<file path="config.mk">
export PLATFORM = sky130hd
export DESIGN_NAME = pfxd_ram
export DESIGN_NICKNAME = d
export VERILOG_FILES = /design/src/design/pfxd_ram.sv
export SDC_FILE = /design/constraint.sdc
export NUM_CORES = 1
export LEC_CHECK = 0
export BUFFER_PORTS_ARGS = -buffer_cell sky130_fd_sc_hd__buf_2
export CAP_MARGIN = 40
export CORE_MARGIN = 4
export CORE_UTILIZATION = 33
export DETAILED_ROUTE_END_ITERATION = 8
export GPL_TIMING_DRIVEN = 0
export PLACE_DENSITY = 0.47
export SLEW_MARGIN = 30
export SYNTH_ARGS = -nofsm -noshare
export SYNTH_HDL_FRONTEND = slang
export SYNTH_SLANG_ARGS = --single-unit
</file>
<file path="constraint.sdc">
create_clock -name clk -period 2.5 [get_ports clk]
set_clock_uncertainty 0.15 [all_clocks]
set_input_delay 0.125 -clock clk [delete_from_list [all_inputs] [get_ports clk]]
set_output_delay 0.125 -clock clk [all_outputs]
set_load 0.01 [all_outputs]
</file>
<file path="src/design/pfxd_ram.sv">
// ----------------------------------------------------------------------------
// pfxd_ram
// Generic single port ram with registered read data.
// ----------------------------------------------------------------------------
module pfxd_ram #(
  parameter int WIDTH = 8,
  parameter int DEPTH = 16
) (
  input  logic                     clk,
  input  logic                     we,
  input  logic [$clog2(DEPTH)-1:0] addr,
  input  logic [WIDTH-1:0]         wdata,
  output logic [WIDTH-1:0]         rdata
);

  logic [WIDTH-1:0] mem [DEPTH];

  // write port and registered read
  always_ff @(posedge clk) begin
    if (we) begin
      mem[addr] <= wdata;
    end
    rdata <= mem[addr];
  end

endmodule

</file>
# Word-level counts from Yosys, hierarchy flattened
# Memory sizes are Yosys's and may differ from the RTL's. A register that Yosys moved wholly into a read port is not among the register bits.
# Index checks and enable logic that the tools add are counted.
dict set report classes {
  add_sub_neg 0
  mul 0
  div 0
  n_lt_le_gt_ge 0
  eq_ne 0
  shifts 0
  muxes 2
  n_bitwise 0
  reduce_logical 0
}
# op count
set op_table {}
lappend op_table {{$mux W1} 2}
dict set report word_totals {
  ff_bits 0
  latchBits 0
  ramBits 128
  mem_bits_ro 0
  inputBits 14
  out_inout_bits 8
  wordCells 3
  n_memories 1
}
# memory depth word_bits read_ports rd_ports_with_merged_regs write_ports line_no
set memory_table {}
lappend memory_table {mem 16 8 1 1 1 16} ;# logic [WIDTH-1:0] mem [DEPTH];

# Depth between registers and ports, before layout
dict set report logic_depth {
  ltp_word 2
  ltp_mapped 5
  depth_no_buf 3
}

# Worst setup path before layout
# Ideal clock, no wire load.
dict set report synth_timing {
  path_type {in2reg}
  from {input port addr[2]}
  to {memory mem[0][0] (enable)}
  setup_time_ps 383
  arrival_ps 1235
  t_required_ps 1967
  slack_ps 732
  cell_stages 2
  path_buffers 0
  path_cell_list {or3b_2 nor3_1}
}
# element line_no
set synth_lines {}
lappend synth_lines {{from (decl)} 11} ;# input logic [$clog2(DEPTH)-1:0] addr,
lappend synth_lines {{to (decl)} 16}
# No word-level cell before the write port.

# Worst setup path after layout
dict set report layout_timing {
  from {input port addr[1]}
  to {memory mem[15][5] (enable)}
}
# No word-level cell before the write port.

==> run metrics <==
GRT Total Usage=12.8%; P_leak=0.00201 uW; core area=0.0151 mm^2; WHS Endpoint=mem[13][1]$_DFFE_PP_; hold_buf cts=8; layout cells sized above 1=32.4%; CTS tree=yes; worst slew pin tran=0.813 ns; Area Growth Syn to Fin=21.2%; Final #Nets=297; Max Buffers Root-to-Sink=2; vias per cell=4.90; #FFs+latches synth=136; critical path required time=2.39 ns; CP max FO=10; Die Footprint=0.0174 mm^2; Post-CTS Setup Repair Bufs=0; clk slew on worst S/H paths=0.06 ns; drt first pass iters=4; Initial Utilization=33.5%; worst reg2reg startpoint=mem[15][5]$_DFFE_PP_; Hold Path Stages=3; ranking of synthesized cells by area=edfxtp_1, mux4_2, dfxtp_1; Clock Sinks=136; Post-Route WL=10.6 mm; outcome=complete, no violations; peak supply drop=501 uV; initial antenna violation count=0; Synth async-reset ratio=0%; net count after synthesis=244; ANT cells=0; Vias=2,373; Post-Synthesis Cells=230; sequential area share after synthesis=79.0%; PostCTS Resize Cnt=0; DP Area=0.00544 mm^2; crit path launch type=input port; MaxCap Viol Count=0; TritonCTS Buffers=17; synth cell count leaders=edfxtp_1, mux4_2, a22oi_1; I/O pin cnt=22; top cell type's share of synthesized area=75.9%; Clock Latency Late Sink=0.41 ns; count leader, synth=edfxtp_1; Final setup viols=0; number of global-route vias before repair=2,497; power per cell area=864 mW/mm^2; Die Wd=132 um; Avg WL per Cell=21.9 um; Final Slew Violations=0; Final Hold Viols=0; worst setup path class=in -> reg; Rows=45; fin crit period=1.95 ns; CP Data Arrival Time=1.84 ns; Util after Layout=40.5%; first-pass GRT wire length=15.9 mm; fin area=0.00614 mm^2; Synth cell types=18; DRC Markers=0; post-synth top area cell=edfxtp_1; worst reg-to-reg setup slack=0.97 ns; EDFF count, synth=128; DRT iter0 DRCs=149; RSZ-0062 raised after global routing=no; FF-to-FF path depth=3; RePlAce Congestion=0.718; remaining antenna violation count after routing=0; worst hold start=we; Cell Area, Synth=0.00507 mm^2; Min-Delay Path Class=in -> reg; Achievable Freq=0.513 GHz; Syn Area/Cell=22.0 um^2; ys flop type=edfxtp_1; RR Endpoint=rdata[5]$_DFF_P_; total global routing overflow=0; final critical-path share of the clock period=78.0%; synthesis warning total=0; pin count of the biggest net entering global routing=17; Root Driver=clkbuf_16; post-DP HPWL=6.81 mm; H-tree depth=4; Slew HR=45.6%; CP Capture Type=flip-flop; Die H=132 um; port bufs=19
state kept, by name, indices dropped and copies added, names as in the netlist:
signal / count
mem: 128
rdata: 8
logic make-up after synthesis:
group / share of synthesized area, %
flip-flops: 79.0
buffers and inverters: 1.19
AND/OR/NAND/NOR: 3.21
AO/OA/AOI/OAI: 2.37
multiplexers: 14.2
power by group:
part / internal (uW) / leakage (uW) / switching (uW)
Clock: 1610 / 0.000291 / 874
Combinational: 107 / 0.000491 / 156
Sequential: 2550 / 0.00122 / 11.7
Total: 4260 / 0.00201 / 1040
per-layer routing:
| layer | routed length [um] | GRT usage (%) | vias up |
|---|---|---|---|
| met3 | 405 | 3.28 | 15 |
| met2 | 5010 | 19.2 | 58 |
| met5 | 0 | 0 | - |
| met1 | 5040 | 17.8 | 1230 |
| li1 | - | - | 1070 |
| met4 | 167 | 5.48 | 0 |
how the worst max path moves through the flow:
stage	start	end	slack, ns	cells after the start
finish	addr[1]	mem[15][5]$_DFFE_PP_	0.55	4
global route	addr[1]	mem[7][5]$_DFFE_PP_	0.42	4
CTS	addr[1]	mem[2][4]$_DFFE_PP_	0.48	4
detailed placement	addr[1]	mem[2][7]$_DFFE_PP_	0.05	4
global placement	addr[2]	mem[0][7]$_DFFE_PP_	-0.04	3
floorplan	addr[2]	mem[0][0]$_DFFE_PP_	0.73	2
layout by cell type, fill, tap and decap left out:
master         Yosys  final
edfxtp_1         128    128
mux4_2            32     32
buf_2              2     21
clkbuf_16          0     17
a22oi_1           16     16
nor2_1            13     13
nand2_1            9      9
dlygate4sd3_1      0      8
dfxtp_1            8      8
clkbuf_1           2      5
clkinv_2           0      5
buf_1              4      4
nor3_2             0      4
buf_4              0      4
bufinv_16          0      3
clkbuf_4           0      3
nor2b_1            2      2
buf_6              2      2
nand3b_1           2      2
nand2b_1           2      2
clkbuf_8           0      2
clkbuf_2           1      1
and2_1             1      1
nand3_1            1      1
or3b_2             1      1
clkinv_1           0      1
clkinvlp_4         0      1
through the flow:
stage | TNS (ns) | hold slack [ns] | setup WS, ns | power (uW) | instances
floorplan | 0 | 0.0739 | 0.732 | 2750 | 230
global placement | -0.318 | 0.370 | -0.0405 | 2860 | 437
detailed placement | 0 | 0.375 | 0.0534 | 2870 | 440
CTS | 0 | 0.149 | 0.482 | 5360 | 480
global route | 0 | 0.120 | 0.422 | 5490 | 484
finish | 0 | 0.124 | 0.549 | 5310 | 484
worst max-delay path, cell delays in order:
cell and delay (ns):
buf_2 0.27, buf_1 0.51, nand2_1 0.25, nor2_1 0.67
cell type report:
class / count / area (um^2)
Sequential cell: 136 / 4000
Tap cell: 188 / 235
Timing Repair Buffer: 34 / 228
Buffer: 11 / 60.1
Clock inverter: 10 / 126
Multi-Input combinational cell: 83 / 1020
Fill cell: 1332 / 9000
Clock buffer: 22 / 464
Note: power is estimated with default switching activity, not from simulation.
