$ cat src/design/pfxd_pkg.sv
// ----------------------------------------------------------------------------
// pfxd_pkg
// Shared constants, types and helpers for the prefix code bit decoder.
// ----------------------------------------------------------------------------
package pfxd_pkg;

  // table geometry and code limits
  localparam int TABLE_ENTRIES = 256;
  localparam int MAX_CODE_LEN  = 32;

  // fixed field widths
  localparam int OP_W   = 2;
  localparam int SYM_W  = 8;
  localparam int LEN_W  = 6;
  localparam int CODE_W = 32;
  localparam int BYTE_W = 8;

  // derived widths
  localparam int IDX_W   = $clog2(TABLE_ENTRIES);
  localparam int ACC_W   = MAX_CODE_LEN;
  localparam int CNT_W   = $clog2(MAX_CODE_LEN + 2);
  localparam int CMP_W   = (ACC_W > CODE_W) ? ACC_W : CODE_W;
  localparam int BITS_W  = $clog2(BYTE_W + 1);
  localparam int ENTRY_W = SYM_W + LEN_W + CODE_W;

  // item opcodes
  typedef enum logic [OP_W-1:0] {
    OP_LOAD  = 2'd0,
    OP_DATA  = 2'd1,
    OP_CLEAR = 2'd2
  } op_t;

  // result kinds
  localparam logic KIND_SYMBOL   = 1'b0;
  localparam logic KIND_OVERFLOW = 1'b1;

  // one code table entry as held in the ram
  typedef struct packed {
    logic [SYM_W-1:0]  sym;
    logic [LEN_W-1:0]  len;
    logic [CODE_W-1:0] code;
  } tbl_entry_t;

  // sweep control towards the match unit
  typedef struct packed {
    logic clr;
    logic cmp;
  } match_ctrl_t;

  // sweep outcome from the match unit
  typedef struct packed {
    logic             hit;
    logic [SYM_W-1:0] sym;
    logic [LEN_W-1:0] longest;
  } match_stat_t;

  // ones in the low len bits of a code word
  function automatic logic [CODE_W-1:0] code_mask(input logic [LEN_W-1:0] len);
    logic [CODE_W-1:0] m;
    if (32'(len) >= CODE_W) begin
      m = '1;
    end else begin
      m = (CODE_W'(1) << len) - CODE_W'(1);
    end
    return m;
  endfunction

endpackage

$ cat src/design/pfxd_match.sv
// ----------------------------------------------------------------------------
// pfxd_match
// Compares one table entry per cycle against the bit accumulator, keeps the
// first hit of the sweep and the longest code length seen.
// ----------------------------------------------------------------------------
module pfxd_match (
  input  logic                          clk,
  input  logic                          rst_n,
  input  pfxd_pkg::match_ctrl_t         ctrl,
  input  pfxd_pkg::tbl_entry_t          entry,
  input  logic                          entry_vld,
  input  logic [pfxd_pkg::ACC_W-1:0]    acc,
  input  logic [pfxd_pkg::CNT_W-1:0]    cnt,
  output pfxd_pkg::match_stat_t         stat
);

  logic                          hit_r, hit_nxt;
  logic [pfxd_pkg::SYM_W-1:0]    sym_r, sym_nxt;
  logic [pfxd_pkg::LEN_W-1:0]    longest_r, longest_nxt;
  logic [pfxd_pkg::LEN_W-1:0]    eff_len;
  logic                          code_eq;

  // an entry that was never loaded since the last clear counts as unused
  assign eff_len = entry_vld ? entry.len : '0;
  assign code_eq = (pfxd_pkg::CMP_W'(entry.code) == pfxd_pkg::CMP_W'(acc));

  // first hit in index order wins, longest length tracked alongside
  always_comb begin
    hit_nxt     = hit_r;
    sym_nxt     = sym_r;
    longest_nxt = longest_r;
    if (ctrl.clr) begin
      hit_nxt     = 1'b0;
      longest_nxt = '0;
    end else if (ctrl.cmp) begin
      if (eff_len > longest_r) begin
        longest_nxt = eff_len;
      end
      if (!hit_r && (eff_len != '0) && (32'(eff_len) == 32'(cnt)) && code_eq) begin
        hit_nxt = 1'b1;
        sym_nxt = entry.sym;
      end
    end
  end

  // control state
  always_ff @(posedge clk) begin
    if (!rst_n) begin
      hit_r     <= 1'b0;
      longest_r <= '0;
    end else begin
      hit_r     <= hit_nxt;
      longest_r <= longest_nxt;
    end
  end

  // payload
  always_ff @(posedge clk) begin
    sym_r <= sym_nxt;
  end

  assign stat.hit     = hit_r;
  assign stat.sym     = sym_r;
  assign stat.longest = longest_r;

endmodule

$ cat config.mk
export PLATFORM = sky130hd
export DESIGN_NAME = pfxd_match
export DESIGN_NICKNAME = d
export VERILOG_FILES = /design/src/design/pfxd_pkg.sv /design/src/design/pfxd_match.sv
export SDC_FILE = /design/constraint.sdc
export NUM_CORES = 1
export LEC_CHECK = 0
export BUFFER_PORTS_ARGS = -buffer_cell sky130_fd_sc_hd__buf_2
export CELL_PAD_IN_SITES_DETAIL_PLACEMENT = 0
export CELL_PAD_IN_SITES_GLOBAL_PLACEMENT = 1
export CORE_AREA = 2 2 75 77
export CTS_CLUSTER_SIZE = 10
export DETAILED_ROUTE_END_ITERATION = 8
export DIE_AREA = 0 0 77 79
export PLACE_DENSITY = 0.84
export SLEW_MARGIN = 10
export SYNTH_ARGS = -nofsm -noshare
export SYNTH_HDL_FRONTEND = slang
export SYNTH_SLANG_ARGS = --single-unit
$ cat constraint.sdc
create_clock -name clk -period 2.6 [get_ports clk]
set_input_delay 0.26 -clock clk [delete_from_list [all_inputs] [get_ports clk]]
set_output_delay 0.26 -clock clk [all_outputs]
set_load 0.005 [all_outputs]
[Yosys cells after proc, flatten, opt, wreduce, memory -nomap -nowiden]
Index checks and enable logic that the tools add are counted.
Storage, ports and cells
  output and inout bits: 15
  input port bits: 89
  word-level logic and storage cells: 18
  flip-flop bits (word level): 15
Operators by class
  reductions and logical operators: 9
  order comparisons: 1
  equality and inequality tests: 2
  bitwise operators: 2
  mux-type cells: 1
Operators with widths (number)
  $eq A32 B32 Y1: 1
  $eq A6 B6 Y1: 1
  $gt A6 B6 Y1: 1
  $mux W6: 1
  $reduce_bool A6 Y1: 1
  $reduce_and A2 Y1: 2
  $logic_and A1 B1 Y1: 3
  $reduce_and A3 Y1: 1
  $not A1 Y1: 2
  $reduce_or A2 Y1: 1
  $logic_not A1 Y1: 1

[Depth between registers and ports, before layout]
Gate-level depths: netlist (run 1).
  word-level depth: 6
  depth in mapped cells: 8

[Least setup slack after synthesis (run 1)]
Ideal clock, no wire load.
  path kind: input -> register
  start point: input port acc[7] (netlist bit)
  end point: register sym_r[0] (netlist bit), enable pin
  buffers on the path: 0
  setup time: 0.395 ns
  arrival time: 1.736 ns
  stages: 5
  slack: 0.470 ns
  cells stage by stage: xnor2_1 > nand4_1 > nor4_1 > nand2_1 > nor4_1
On the way
  word-level cells in the longest chain between the ends: 3
RTL lines
  from (decl): RTL line pfxd_match.sv:12  | input logic [pfxd_pkg::ACC_W-1:0] acc,
  $eq A32 B32 Y1: RTL line pfxd_match.sv:25  | assign code_eq = (pfxd_pkg::CMP_W'(entry.code) == pfxd_pkg::CMP_W'(acc));
  $logic_and A1 B1 Y1: RTL line pfxd_match.sv:39  | if (!hit_r && (eff_len != '0) && (32'(eff_len) == 32'(cnt)) && code_eq) begin
  $reduce_and A3 Y1 (no source line)
  to (signal assigned): RTL line pfxd_match.sv:59  | sym_r <= sym_nxt;
  to (decl): RTL line pfxd_match.sv:18  | logic [pfxd_pkg::SYM_W-1:0] sym_r, sym_nxt;
No other way between the ends.
A chain may end at the register's enable or synchronous reset.

[Final worst setup path (run 1)]
  start point: register longest_r[5] (netlist bit)
  end point: register longest_r[5] (netlist bit)
On the way
  word-level cells in the longest chain between the ends: 2
RTL lines
  from (decl): RTL line pfxd_match.sv:19  | logic [pfxd_pkg::LEN_W-1:0] longest_r, longest_nxt;
  from (signal assigned): RTL line pfxd_match.sv:53  | longest_r <= longest_nxt;
  $gt A6 B6 Y1: RTL line pfxd_match.sv:36  | if (eff_len > longest_r) begin
  $reduce_and A2 Y1 (no source line)
No other way between the ends.

==> summary.txt, run 1 <==
Layout
  • Share of post-route cells with drive strength above 1: 44.0%
  • Footprint of the multi-input gates: 897 sq um
  • Final design instance area without fill: 1970 sq um
  • Antenna cells: 0
  • Net count, final: 352
  • Area Growth Syn to Fin: 50.3%
  • Core Util, Final: 37.0%
  • Reg area: 380 sq um
  • Fillers: 582

Timing
  • Max Clock Skew: between 2 and 3 ps
  • Fin. Hold Viols: 0
  • Fmax: between 500 and 600 MHz
  • Slew of the pin with the lowest slew margin: 471 ps
  • Slew Limit Fails: 0
  • RSZ-0062 raised after global routing: no
  • TNS Setup: 0 ps
  • Period utilization: a little over two thirds
  • Tmin final: around 1800 ps
  • # setup viols final: 0
  • Max-slew headroom: 67.8%

Run
  • Max-cap violations: 0

Drt
  • DR WL/cell: 12.0 microns
  • Antenna viol nets, final: 0
  • DR pass1 iterations: 4
  • Via count: 1499
  • Routed WL: 3.94 mm
  • DRT iter0 DRCs: 47
  • Via density: 4.56
  • DRC: 0

Clock network
  • Worst-path clk slew: 60 ps
  • Hold buffers post-CTS: 0
  • Post-cts gate resize count: 0
  • Post-CTS setup buffer count: 0
  • Root Driver: clkbuf_8
  • Clock tree sinks: 15
  • Clock Latency Late Sink: about 240 ps
  • H-tree depth: 1
  • CTS Buf Count: 3
  • CTS tree: built
  • Clk buf depth: 2

Outcome
  • Status: finished clean

Global route
  • Initial antenna violation count: 0
  • Congestion Overflow GR: 0
  • All-Layer GR Usage: 12.4%
  • Largest net degree at the start of global routing: 17
  • Vias in the first global route: 1470
  • First-pass GRT wire length: 6.18 mm

Place
  • Placed Area: 1930 sq um
  • HPWL Detailed: 3.47 mm
  • Port bufs: 103
  • RD Place Congestion: approximately 0.79

Worst setup path
  • CP Class: flop to flop
  • Crit path required time: approximately 2800 ps
  • CP endpoint kind: flop
  • Startpoint types: flop
  • Max FO, Critical Path: 8
  • Crit path DAT: between 1500 and 2000 ps

Synthesis
  • Dominant cell type by area after synthesis: xnor2_1
  • Post-Syn Instances: 150
  • Post-Syn Nets: 244
  • Yosys warns: 0
  • Post-Syn Area: 1310 sq um
  • Top post-synthesis cells by area: xnor2_1, edfxtp_1, dfxtp_1
  • Yosys reg bits: 15
  • Synth Area in XOR/XNOR: 24.0%
  • Synth Area in Simple Gates: around 24%
  • Yosys cell types: 33
  • Sequential share of the synthesized area: 29.0%
  • Synth Area in Adders: around 5.6%
  • Mux contribution to synthesized area: 0%
  • Area share of the largest cell type after synthesis: 24.0%
  • Main combinational cell family by area after synthesis: simple AND/OR/NAND/NOR gates
  • Syn avg cell area: about 8.8 sq um
  • Synth Area in Compound Gates: ~14%

Pwr
  • Leakage: 0.000824 uW
  • PwrDens: 332 nW/um^2
  • Peak supply drop: around 130 uV

Min path
  • Hold Crit Class: input pin to flop

Floorplan
  • I/O pin count: 104
  • CORE AREA: 5340 sq um
  • Cell Rows: 27
  • Initial core utilization: 24.6%
  • Die Span X: 77 microns
  • DIE HEIGHT: 79 microns
  • DIE AREA: approximately 6000 sq um
## cell usage after synthesis
cell type and instances:
clkbuf_1 1, o221ai_1 1, a22o_1 1, a2bb2oi_1 1
ha_1 5, xnor2_1 36, a21o_1 1, nor2_1 3
o21ai_0 10, or4_1 1, a2111oi_0 1, nand3_1 7
nand4_1 17, buf_4 1, nand4b_1 1, nand2b_1 1
or2_2 1, a32oi_1 1, dfxtp_1 7, nand2_1 8
inv_1 8, or3_1 2, nor3_1 1, nor4_1 6
a21oi_1 8, o221a_4 1, and2_1 4, maj3_2 1
edfxtp_1 8, nor4bb_1 2, a22oi_1 2, nand2_2 1
o21a_1 1
## layout make-up
class	count	area share [%]
repair buffers	105	26.9
inverters	8	1.52
clock buffers	4	2.28
multi-input cells	125	45.5
flip-flops and latches	15	19.3
well taps	72	4.57
## flip-flops by register name (all words and copies together), names as in the netlist
register	flops
longest_r	6
hit_r	1
sym_r	8
## metal layers
metal,up-vias,GRT usage [%],part of all wire [%]
li1,776,-,-
met1,648,14.2,41
met2,73,24.4,53
met3,2,1.48,6.4
met4,0,2.68,0.33
met5,-,0,0
## power by group
group / internal [uW] / switching (uW) / total, uW
Clock: 108 / 72.0 / 180
Combinational: 116 / 107 / 223
Sequential: 251 / 1.51 / 253
## critical path: stages (launching register included)
cell and delay, ps:
dfxtp_1 350, inv_1 70, ha_1 300, nand4_1 160
or2_2 320, o21ai_0 140, buf_4 160, o21ai_0 80
a21oi_1 150
## final timing paths
path / start / to / slack (ps) / cells after the start
worst min register to register: longest_r[3] / longest_r[3] / 500 / 2
worst max register to register: longest_r[5] / longest_r[5] / 790 / 8
worst min-delay path: entry[39] / sym_r[1] / 200 / 1
worst max-delay path: longest_r[5] / longest_r[5] / 790 / 8
## cell families (layout without fill, tap and decap cells)
| logic type | count (synthesis) | count (layout) |
|---|---|---|
| AND/OR/NAND/NOR | 55 | 55 |
| XOR/XNOR | 36 | 36 |
| AO/OA/AOI/OAI | 28 | 28 |
| flip-flops | 15 | 15 |
| buffers and inverters | 10 | 117 |
| adder cells (fa/ha/maj) | 6 | 6 |
## placed cells by master, fill, tap and decap left out
| master | synthesis | layout |
|---|---|---|
| a2111oi_0 | 1 | 1 |
| a21o_1 | 1 | 1 |
| a21oi_1 | 8 | 8 |
| a22o_1 | 1 | 1 |
| a22oi_1 | 2 | 2 |
| a2bb2oi_1 | 1 | 1 |
| a32oi_1 | 1 | 1 |
| and2_1 | 4 | 4 |
| buf_2 | 0 | 103 |
| buf_4 | 1 | 2 |
| clkbuf_1 | 1 | 1 |
| clkbuf_8 | 0 | 3 |
| dfxtp_1 | 7 | 7 |
| edfxtp_1 | 8 | 8 |
| ha_1 | 5 | 5 |
| inv_1 | 8 | 8 |
| maj3_2 | 1 | 1 |
| nand2_1 | 8 | 8 |
| nand2_2 | 1 | 1 |
| nand2b_1 | 1 | 1 |
| nand3_1 | 7 | 7 |
| nand4_1 | 17 | 17 |
| nand4b_1 | 1 | 1 |
| nor2_1 | 3 | 3 |
| nor3_1 | 1 | 1 |
| nor4_1 | 6 | 5 |
| nor4_2 | 0 | 1 |
| nor4bb_1 | 2 | 2 |
| o21a_1 | 1 | 1 |
| o21ai_0 | 10 | 10 |
| o221a_4 | 1 | 1 |
| o221ai_1 | 1 | 1 |
| or2_2 | 1 | 1 |
| or3_1 | 2 | 2 |
| or4_1 | 1 | 1 |
| xnor2_1 | 36 | 36 |
## metrics by stage
stage               power (uW)  cells  hold slack (ps)  setup WS [ps]
global route               698    329              187            615
global placement           479    325              438            644
floorplan                  373    150              359            470
detailed placement         481    325              439            583
CTS                        665    329              187            792
finish                     655    329              195            790
(Power assumes the default switching activity.)
==> run 2: changes to the inputs <==
--- a/config.mk
+++ b/config.mk
@@ -8,10 +8,10 @@
 export BUFFER_PORTS_ARGS = -buffer_cell sky130_fd_sc_hd__buf_2
 export CELL_PAD_IN_SITES_DETAIL_PLACEMENT = 0
 export CELL_PAD_IN_SITES_GLOBAL_PLACEMENT = 1
-export CORE_AREA = 2 2 75 77
+export CORE_AREA = 2 2 77 79
 export CTS_CLUSTER_SIZE = 10
 export DETAILED_ROUTE_END_ITERATION = 8
-export DIE_AREA = 0 0 77 79
+export DIE_AREA = 0 0 79 81
 export PLACE_DENSITY = 0.84
 export SLEW_MARGIN = 10
 export SYNTH_ARGS = -nofsm -noshare
==> constraint.sdc (replaced) <==
create_clock -name clk -period 1.59 [get_ports clk]
set_input_delay 0.159 -clock clk [delete_from_list [all_inputs] [get_ports clk]]
set_output_delay 0.159 -clock clk [all_outputs]
set_load 0.005 [all_outputs]
==> summary.txt, run 2 (synthesis gave the netlist of run 1 again) <==
Min path
  • Hold Startpoint: entry[38]
  • Hold Path End: sym_r[0]
  • Hold Crit Class: input pin to flop
  • Cell count of the worst hold path: 1 (unchanged)

Drt
  • Antenna viol nets, final: 0 (unchanged)
  • DR WL/cell: 11.3 microns (-5.3%)
  • Routed WL: 4.24 mm (+7.7%)
  • Via density: 4.45 (-2.4%)
  • Via count: 1663 (+11%)
  • DRC: 0 (unchanged)
  • DR pass1 iterations: 4 (unchanged)
  • DRT iter0 DRCs: 58 (+23%)

Clock network
  • Root Driver: clkbuf_8
  • Clock Latency Late Sink: 240 ps (about the same)
  • Clk buf depth: 2 (unchanged)
  • Clock tree sinks: 15 (unchanged)
  • H-tree depth: 1 (unchanged)
  • CTS tree: built
  • Worst-path clk slew: 60 ps (about the same)
  • CTS Buf Count: 3 (unchanged)

Place
  • HPWL Detailed: 3.78 mm (+8.9%)
  • Placement Setup Slack: -240 ps (-823 ps)
  • Placed Area: 2270 sq um (+18%)
  • Port bufs: 103 (unchanged)
  • RD Place Congestion: 0.741 (-6.3%)
  • Dpl cells: 367 (+13%)

Layout
  • Biggest regs: sym_r x8, longest_r x6, hit_r x1
  • Share of post-route cells with drive strength above 1: 59.5% (+16 points)
  • Net count, final: 394 (+12%)
  • Most frequent cells in the layout: buf_2, buf_4, xnor2_1, nand4_1
  • Antenna cells: 0 (unchanged)
  • Core Util, Final: 42.7% (+5.7 points)
  • Area Growth Syn to Fin: 84.7%
  • Final design instance area without fill: 2420 sq um (+23%)
  • Top reg by flops: sym_r
  • Non-Filler Instances: 374 (+14%)
  • Largest register FFs: 8 (unchanged)
  • Most common cell after layout, fill and taps aside: buf_2

Floorplan
  • Die Span X: 79 microns (+2.6%)
  • CORE AREA: 5680 sq um (+6.3%)
  • Cell Rows: 28 (+3.7%)
  • Initial core utilization: 23.1% (-1.5 points)
  • DIE AREA: 6400 sq um (+5.2%)
  • I/O pin count: 104 (unchanged)
  • DIE HEIGHT: 81 microns (+2.5%)

Timing
  • Slew of the pin with the lowest slew margin: 409 ps (-62.1 ps)
  • Period utilization: 105% (+35 points)
  • Final WS setup: -74.0 ps (-864 ps)
  • Hold_ws: 94.3 ps (-101 ps)
  • Max Clock Skew: 4.42 ps (+1.61 ps)
  • Slew Limit Fails: 0 (unchanged)
  • Tmin final: 1660 ps (-146 ps)
  • # setup viols final: 6 (+6)
  • Max-slew headroom: 72.0% (+4.2 points)
  • RSZ-0062 raised after global routing: yes
  • Fmax: 601 MHz (+8.8%)
  • Fin. Hold Viols: 0 (unchanged)

Global route
  • Initial antenna violation count: 0 (unchanged)
  • Largest net degree at the start of global routing: 12 (-5)
  • First-pass GRT wire length: 6.33 mm (+2.3%)
  • Congestion Overflow GR: 0 (unchanged)
  • Vias in the first global route: 1491 (+1.4%)
  • All-Layer GR Usage: 12.3% (-0.045 points)

Outcome
  • Status: finished with violations
  • Failing checks: setup timing

Worst setup path
  • Max FO, Critical Path: 3 (-5)
  • Crit path DAT: 1840 ps (-140 ps)
  • Worst reg2reg endpoint: longest_r[0]
  • Worst r2r path cells: 6 (-2)
  • CP Class: flop to flop
  • CP endpoint kind: flop
  • Crit path required time: 1760 ps (-1010 ps)
  • Startpoint types: flop
  • R2r startpoint: longest_r[3]
  • Flop-to-flop setup slack: -70 ps (-860 ps)

Run
  • Max-cap violations: 0 (unchanged)

Pwr
  • PwrDens: 506 nW/um^2 (+52%)
  • Leakage: 0.00106 uW (+29%)
  • Peak supply drop: 207 uV (+60%)
## run 2: critical path, cell delays in order (launching register included)
cell     delay [ps]
dfxtp_2         340
inv_2            40
ha_4            260
nand4_1         180
o221a_4         280
or3_4           370
a21oi_2         140
## run 2: metal layers
layer / wire (microns) / track usage [%] / part of all wire (%)
met3: 307 / 2.78 / 7.2
met1: 1640 / 13.5 / 39
met5: 0 / 0 / 0
met4: 11 / 1.55 / 0.26
met2: 2270 / 24.7 / 54
## run 2: report_power, final
| part | leakage, uW | switching [uW] | internal (uW) |
|---|---|---|---|
| combinational | 0.000912 | 218 | 299 |
| clock | 0.0000228 | 121 | 177 |
| sequential | 0.000130 | 1.86 | 411 |
| total | 0.00106 | 341 | 887 |
## run 2: repair_timing
item / CTS / global route
hold buffers: 0 / 0
setup endpoints to repair: 6 / 14
setup buffers: 2 / 1
gates resized for setup: 12 / 13
pin swaps: 14 / 13
## run 2: layout make-up
type / count / area, sq um
repair buffers: 147 / 850
well taps: 75 / 93.8
flip-flops and latches: 15 / 385
multi-input cells: 125 / 1020
fillers: 584 / 3250
inverters: 8 / 30.0
clock buffers: 4 / 45.0
## run 2: metrics by stage
| stage | total power [uW] | setup TNS [ps] |
|---|---|---|
| 6_report | 1230 | -214 |
| 5_1_grt | 1300 | -714 |
| 4_1_cts | 1220 | -423 |
| 3_5_place_dp | 910 | -3100 |
| 3_3_place_gp | 901 | -2980 |
| 2_1_floorplan | 625 | -151 |
## run 2: worst max-delay path by stage
stage                 startpoint            to  slack, ps  depth (start not counted)
global placement         acc[29]      sym_r[7]       -260                          7
global route        longest_r[3]  longest_r[0]       -140                          7
floorplan              entry_vld  longest_r[0]        -80                          8
CTS                 longest_r[3]  longest_r[0]        -90                          7
detailed placement       acc[29]      sym_r[2]       -240                          7
finish              longest_r[3]  longest_r[0]        -70                          6
==> run 3: changes to the inputs <==
--- a/config.mk
+++ b/config.mk
@@ -8,11 +8,11 @@
 export BUFFER_PORTS_ARGS = -buffer_cell sky130_fd_sc_hd__buf_2
 export CELL_PAD_IN_SITES_DETAIL_PLACEMENT = 0
 export CELL_PAD_IN_SITES_GLOBAL_PLACEMENT = 1
-export CORE_AREA = 2 2 77 79
+export CORE_AREA = 2 2 72 74
 export CTS_CLUSTER_SIZE = 10
 export DETAILED_ROUTE_END_ITERATION = 8
-export DIE_AREA = 0 0 79 81
-export PLACE_DENSITY = 0.84
+export DIE_AREA = 0 0 74 76
+export PLACE_DENSITY = 0.9
 export SLEW_MARGIN = 10
 export SYNTH_ARGS = -nofsm -noshare
 export SYNTH_HDL_FRONTEND = slang
==> constraint.sdc (replaced) <==
create_clock -name clk -period 2.06 [get_ports clk]
set_input_delay 0.206 -clock clk [delete_from_list [all_inputs] [get_ports clk]]
set_output_delay 0.206 -clock clk [all_outputs]
set_load 0.005 [all_outputs]
==> summary.txt, run 3 (synthesis gave the netlist of run 1 again) <==
Floorplan
  • Cell Rows: 26 (-7.1%)
  • I/O pin count: 104 (unchanged)
  • DIE HEIGHT: 76 microns (-6.2%)
  • DIE AREA: 5620 sq um (-12%)
  • Die Span X: 74 microns (-6.3%)
  • CORE AREA: 4910 sq um (-13%)
  • Initial core utilization: 26.7% (+3.6 points)

Worst setup path
  • Most used cell, CP: o21ai_0
  • Worst r2r path cells: 8 (+2)
  • Max FO, Critical Path: 4 (+1)
  • Worst reg2reg endpoint: longest_r[2]
  • Top delay family on crit path: compound AO/OA/AOI/OAI gates
  • Critical Path Source: longest_r[5]
  • Worst path max stage delay: 360 ps (about the same)
  • Buf/Inv on CP: 2 (+1)
  • Slowest cell on the critical path: dfxtp_1
  • CP endpoint kind: flop
  • Crit path required time: 2230 ps (+470 ps)
  • CP Class: flop to flop
  • R2r startpoint: longest_r[5]
  • Crit-path cells: inv_1 -> ha_1 -> nand4_1 -> or2_2 -> o21ai_0 -> buf_4 -> o21ai_0 -> a21oi_1
  • Crit path DAT: 1950 ps (+110 ps)
  • Startpoint types: flop
  • Flop-to-flop setup slack: 280 ps (+350 ps)

Global route
  • Vias in the first global route: 1517 (+1.7%)
  • First-pass GRT wire length: 6.42 mm (+1.5%)
  • Congestion Overflow GR: 0 (unchanged)
  • Initial antenna violation count: 0 (unchanged)
  • All-Layer GR Usage: 14.0% (+1.7 points)
  • Largest net degree at the start of global routing: 17 (+5)

Drt
  • Via count: 1524 (-8.4%)
  • Routed WL: 3.83 mm (-9.6%)
  • Antenna viol nets, final: 0 (unchanged)
  • DR WL/cell: 11.6 microns (+2.7%)
  • DR pass1 iterations: 4 (unchanged)
  • DRT iter0 DRCs: 39 (-33%)
  • Via density: 4.63 (+4.2%)
  • DRC: 0 (unchanged)

Layout
  • Top reg by flops: sym_r
  • Most frequent cells in the layout: buf_2, xnor2_1, nand4_1, o21ai_0
  • Antenna cells: 0 (unchanged)
  • Share of post-route cells with drive strength above 1: 44.8% (-15 points)
  • Most common cell after layout, fill and taps aside: buf_2
  • Area Growth Syn to Fin: 51.4%
  • Largest register FFs: 8 (unchanged)
  • Final design instance area without fill: 1990 sq um (-18%)
  • Biggest regs: sym_r x8, longest_r x6, hit_r x1
  • Net count, final: 354 (-10%)

Clock network
  • Clock Latency Late Sink: 240 ps (about the same)
  • Post-cts gate resize count: 0 (-12)
  • Clock tree sinks: 15 (unchanged)
  • Clk buf depth: 2 (unchanged)
  • CTS Buf Count: 3 (unchanged)
  • CTS tree: built
  • Worst-path clk slew: 60 ps (about the same)
  • Hold buffers post-CTS: 0 (unchanged)
  • H-tree depth: 1 (unchanged)
  • Post-CTS setup buffer count: 0 (-2)
  • Root Driver: clkbuf_8

Timing
  • Slew of the pin with the lowest slew margin: 376 ps (-32.8 ps)
  • Period utilization: 86.6% (-18 points)
  • Fmax: 560 MHz (-6.8%)
  • Slew Limit Fails: 0 (unchanged)
  • Tmin final: 1780 ps (+121 ps)
  • Fin. Hold Viols: 0 (unchanged)
  • TNS Setup: 0 ps (+214 ps)
  • Max Clock Skew: 5.73 ps (+1.30 ps)
  • Max-slew headroom: 74.3% (+2.2 points)
  • RSZ-0062 raised after global routing: no
  • # setup viols final: 0 (-6)

Min path
  • Hold Crit Class: input pin to flop
  • Cell count of the worst hold path: 1 (unchanged)
  • Hold Startpoint: entry[44]
  • Hold Path End: sym_r[6]

Pwr
  • Leakage: 0.000836 uW (-22%)
  • PwrDens: 419 nW/um^2 (-17%)
  • Switching Share: 27.7% (about the same)
  • Pwr Total: 832 uW (-32%)
  • Combinational power share: 34.5% (-7.6 points)
  • Peak supply drop: 153 uV (-26%)
  • Power Internal: 601 uW (-32%)
  • Clk pwr share: 27.2% (+2.9 points)
  • Flop pwr share: 38.3% (+4.7 points)
  • Net Sw Power: 231 uW (-32%)

Place
  • RD Place Congestion: 0.837 (+13%)
  • HPWL Detailed: 3.48 mm (-8.0%)
  • Placed Area: 1940 sq um (-14%)
  • Port bufs: 103 (unchanged)

Run
  • Max-cap violations: 0 (unchanged)

Outcome
  • Status: finished clean
[run 3: worst max path at each step]
stage,to,slack (ps),cells after the start
after global routing,longest_r[1],60,8
after floorplan,longest_r[0],110,8
after CTS,longest_r[2],280,8
after global placement,longest_r[0],160,8
final,longest_r[2],280,8
after detailed placement,longest_r[2],110,9
[run 3: final cells by class]
class                   count  area, sq um
clock buffers               3         41.3
clock inverters             1         5.00
fillers                   503         2930
inverters                   8         30.0
multi-input cells         125          897
flip-flops and latches     15          380
well taps                  70         87.6
repair buffers            107          546
[run 3: power groups by stage]
stage	clock network (uW)	logic, uW	registers [uW]
floorplan	0	146	325
global placement	0	284	325
detailed placement	0	289	325
CTS	235	289	319
global route	251	322	319
finish	226	287	319
[run 3: per-layer routing]
metal	GRT usage [%]	share of wire (%)
met2	26.4	53
met3	1.98	7.1
met5	0	0
met4	3.27	1.2
met1	16.1	39
[run 3: stage by stage]
step	std cells	utilization (%)	setup slack, ps	hold WS (ps)
after floorplan	150	-	109	305
after global placement	325	39.5	162	384
after detailed placement	325	39.5	113	385
after CTS	329	40.4	277	136
after global routing	329	40.4	59.8	131
final	329	40.4	275	142
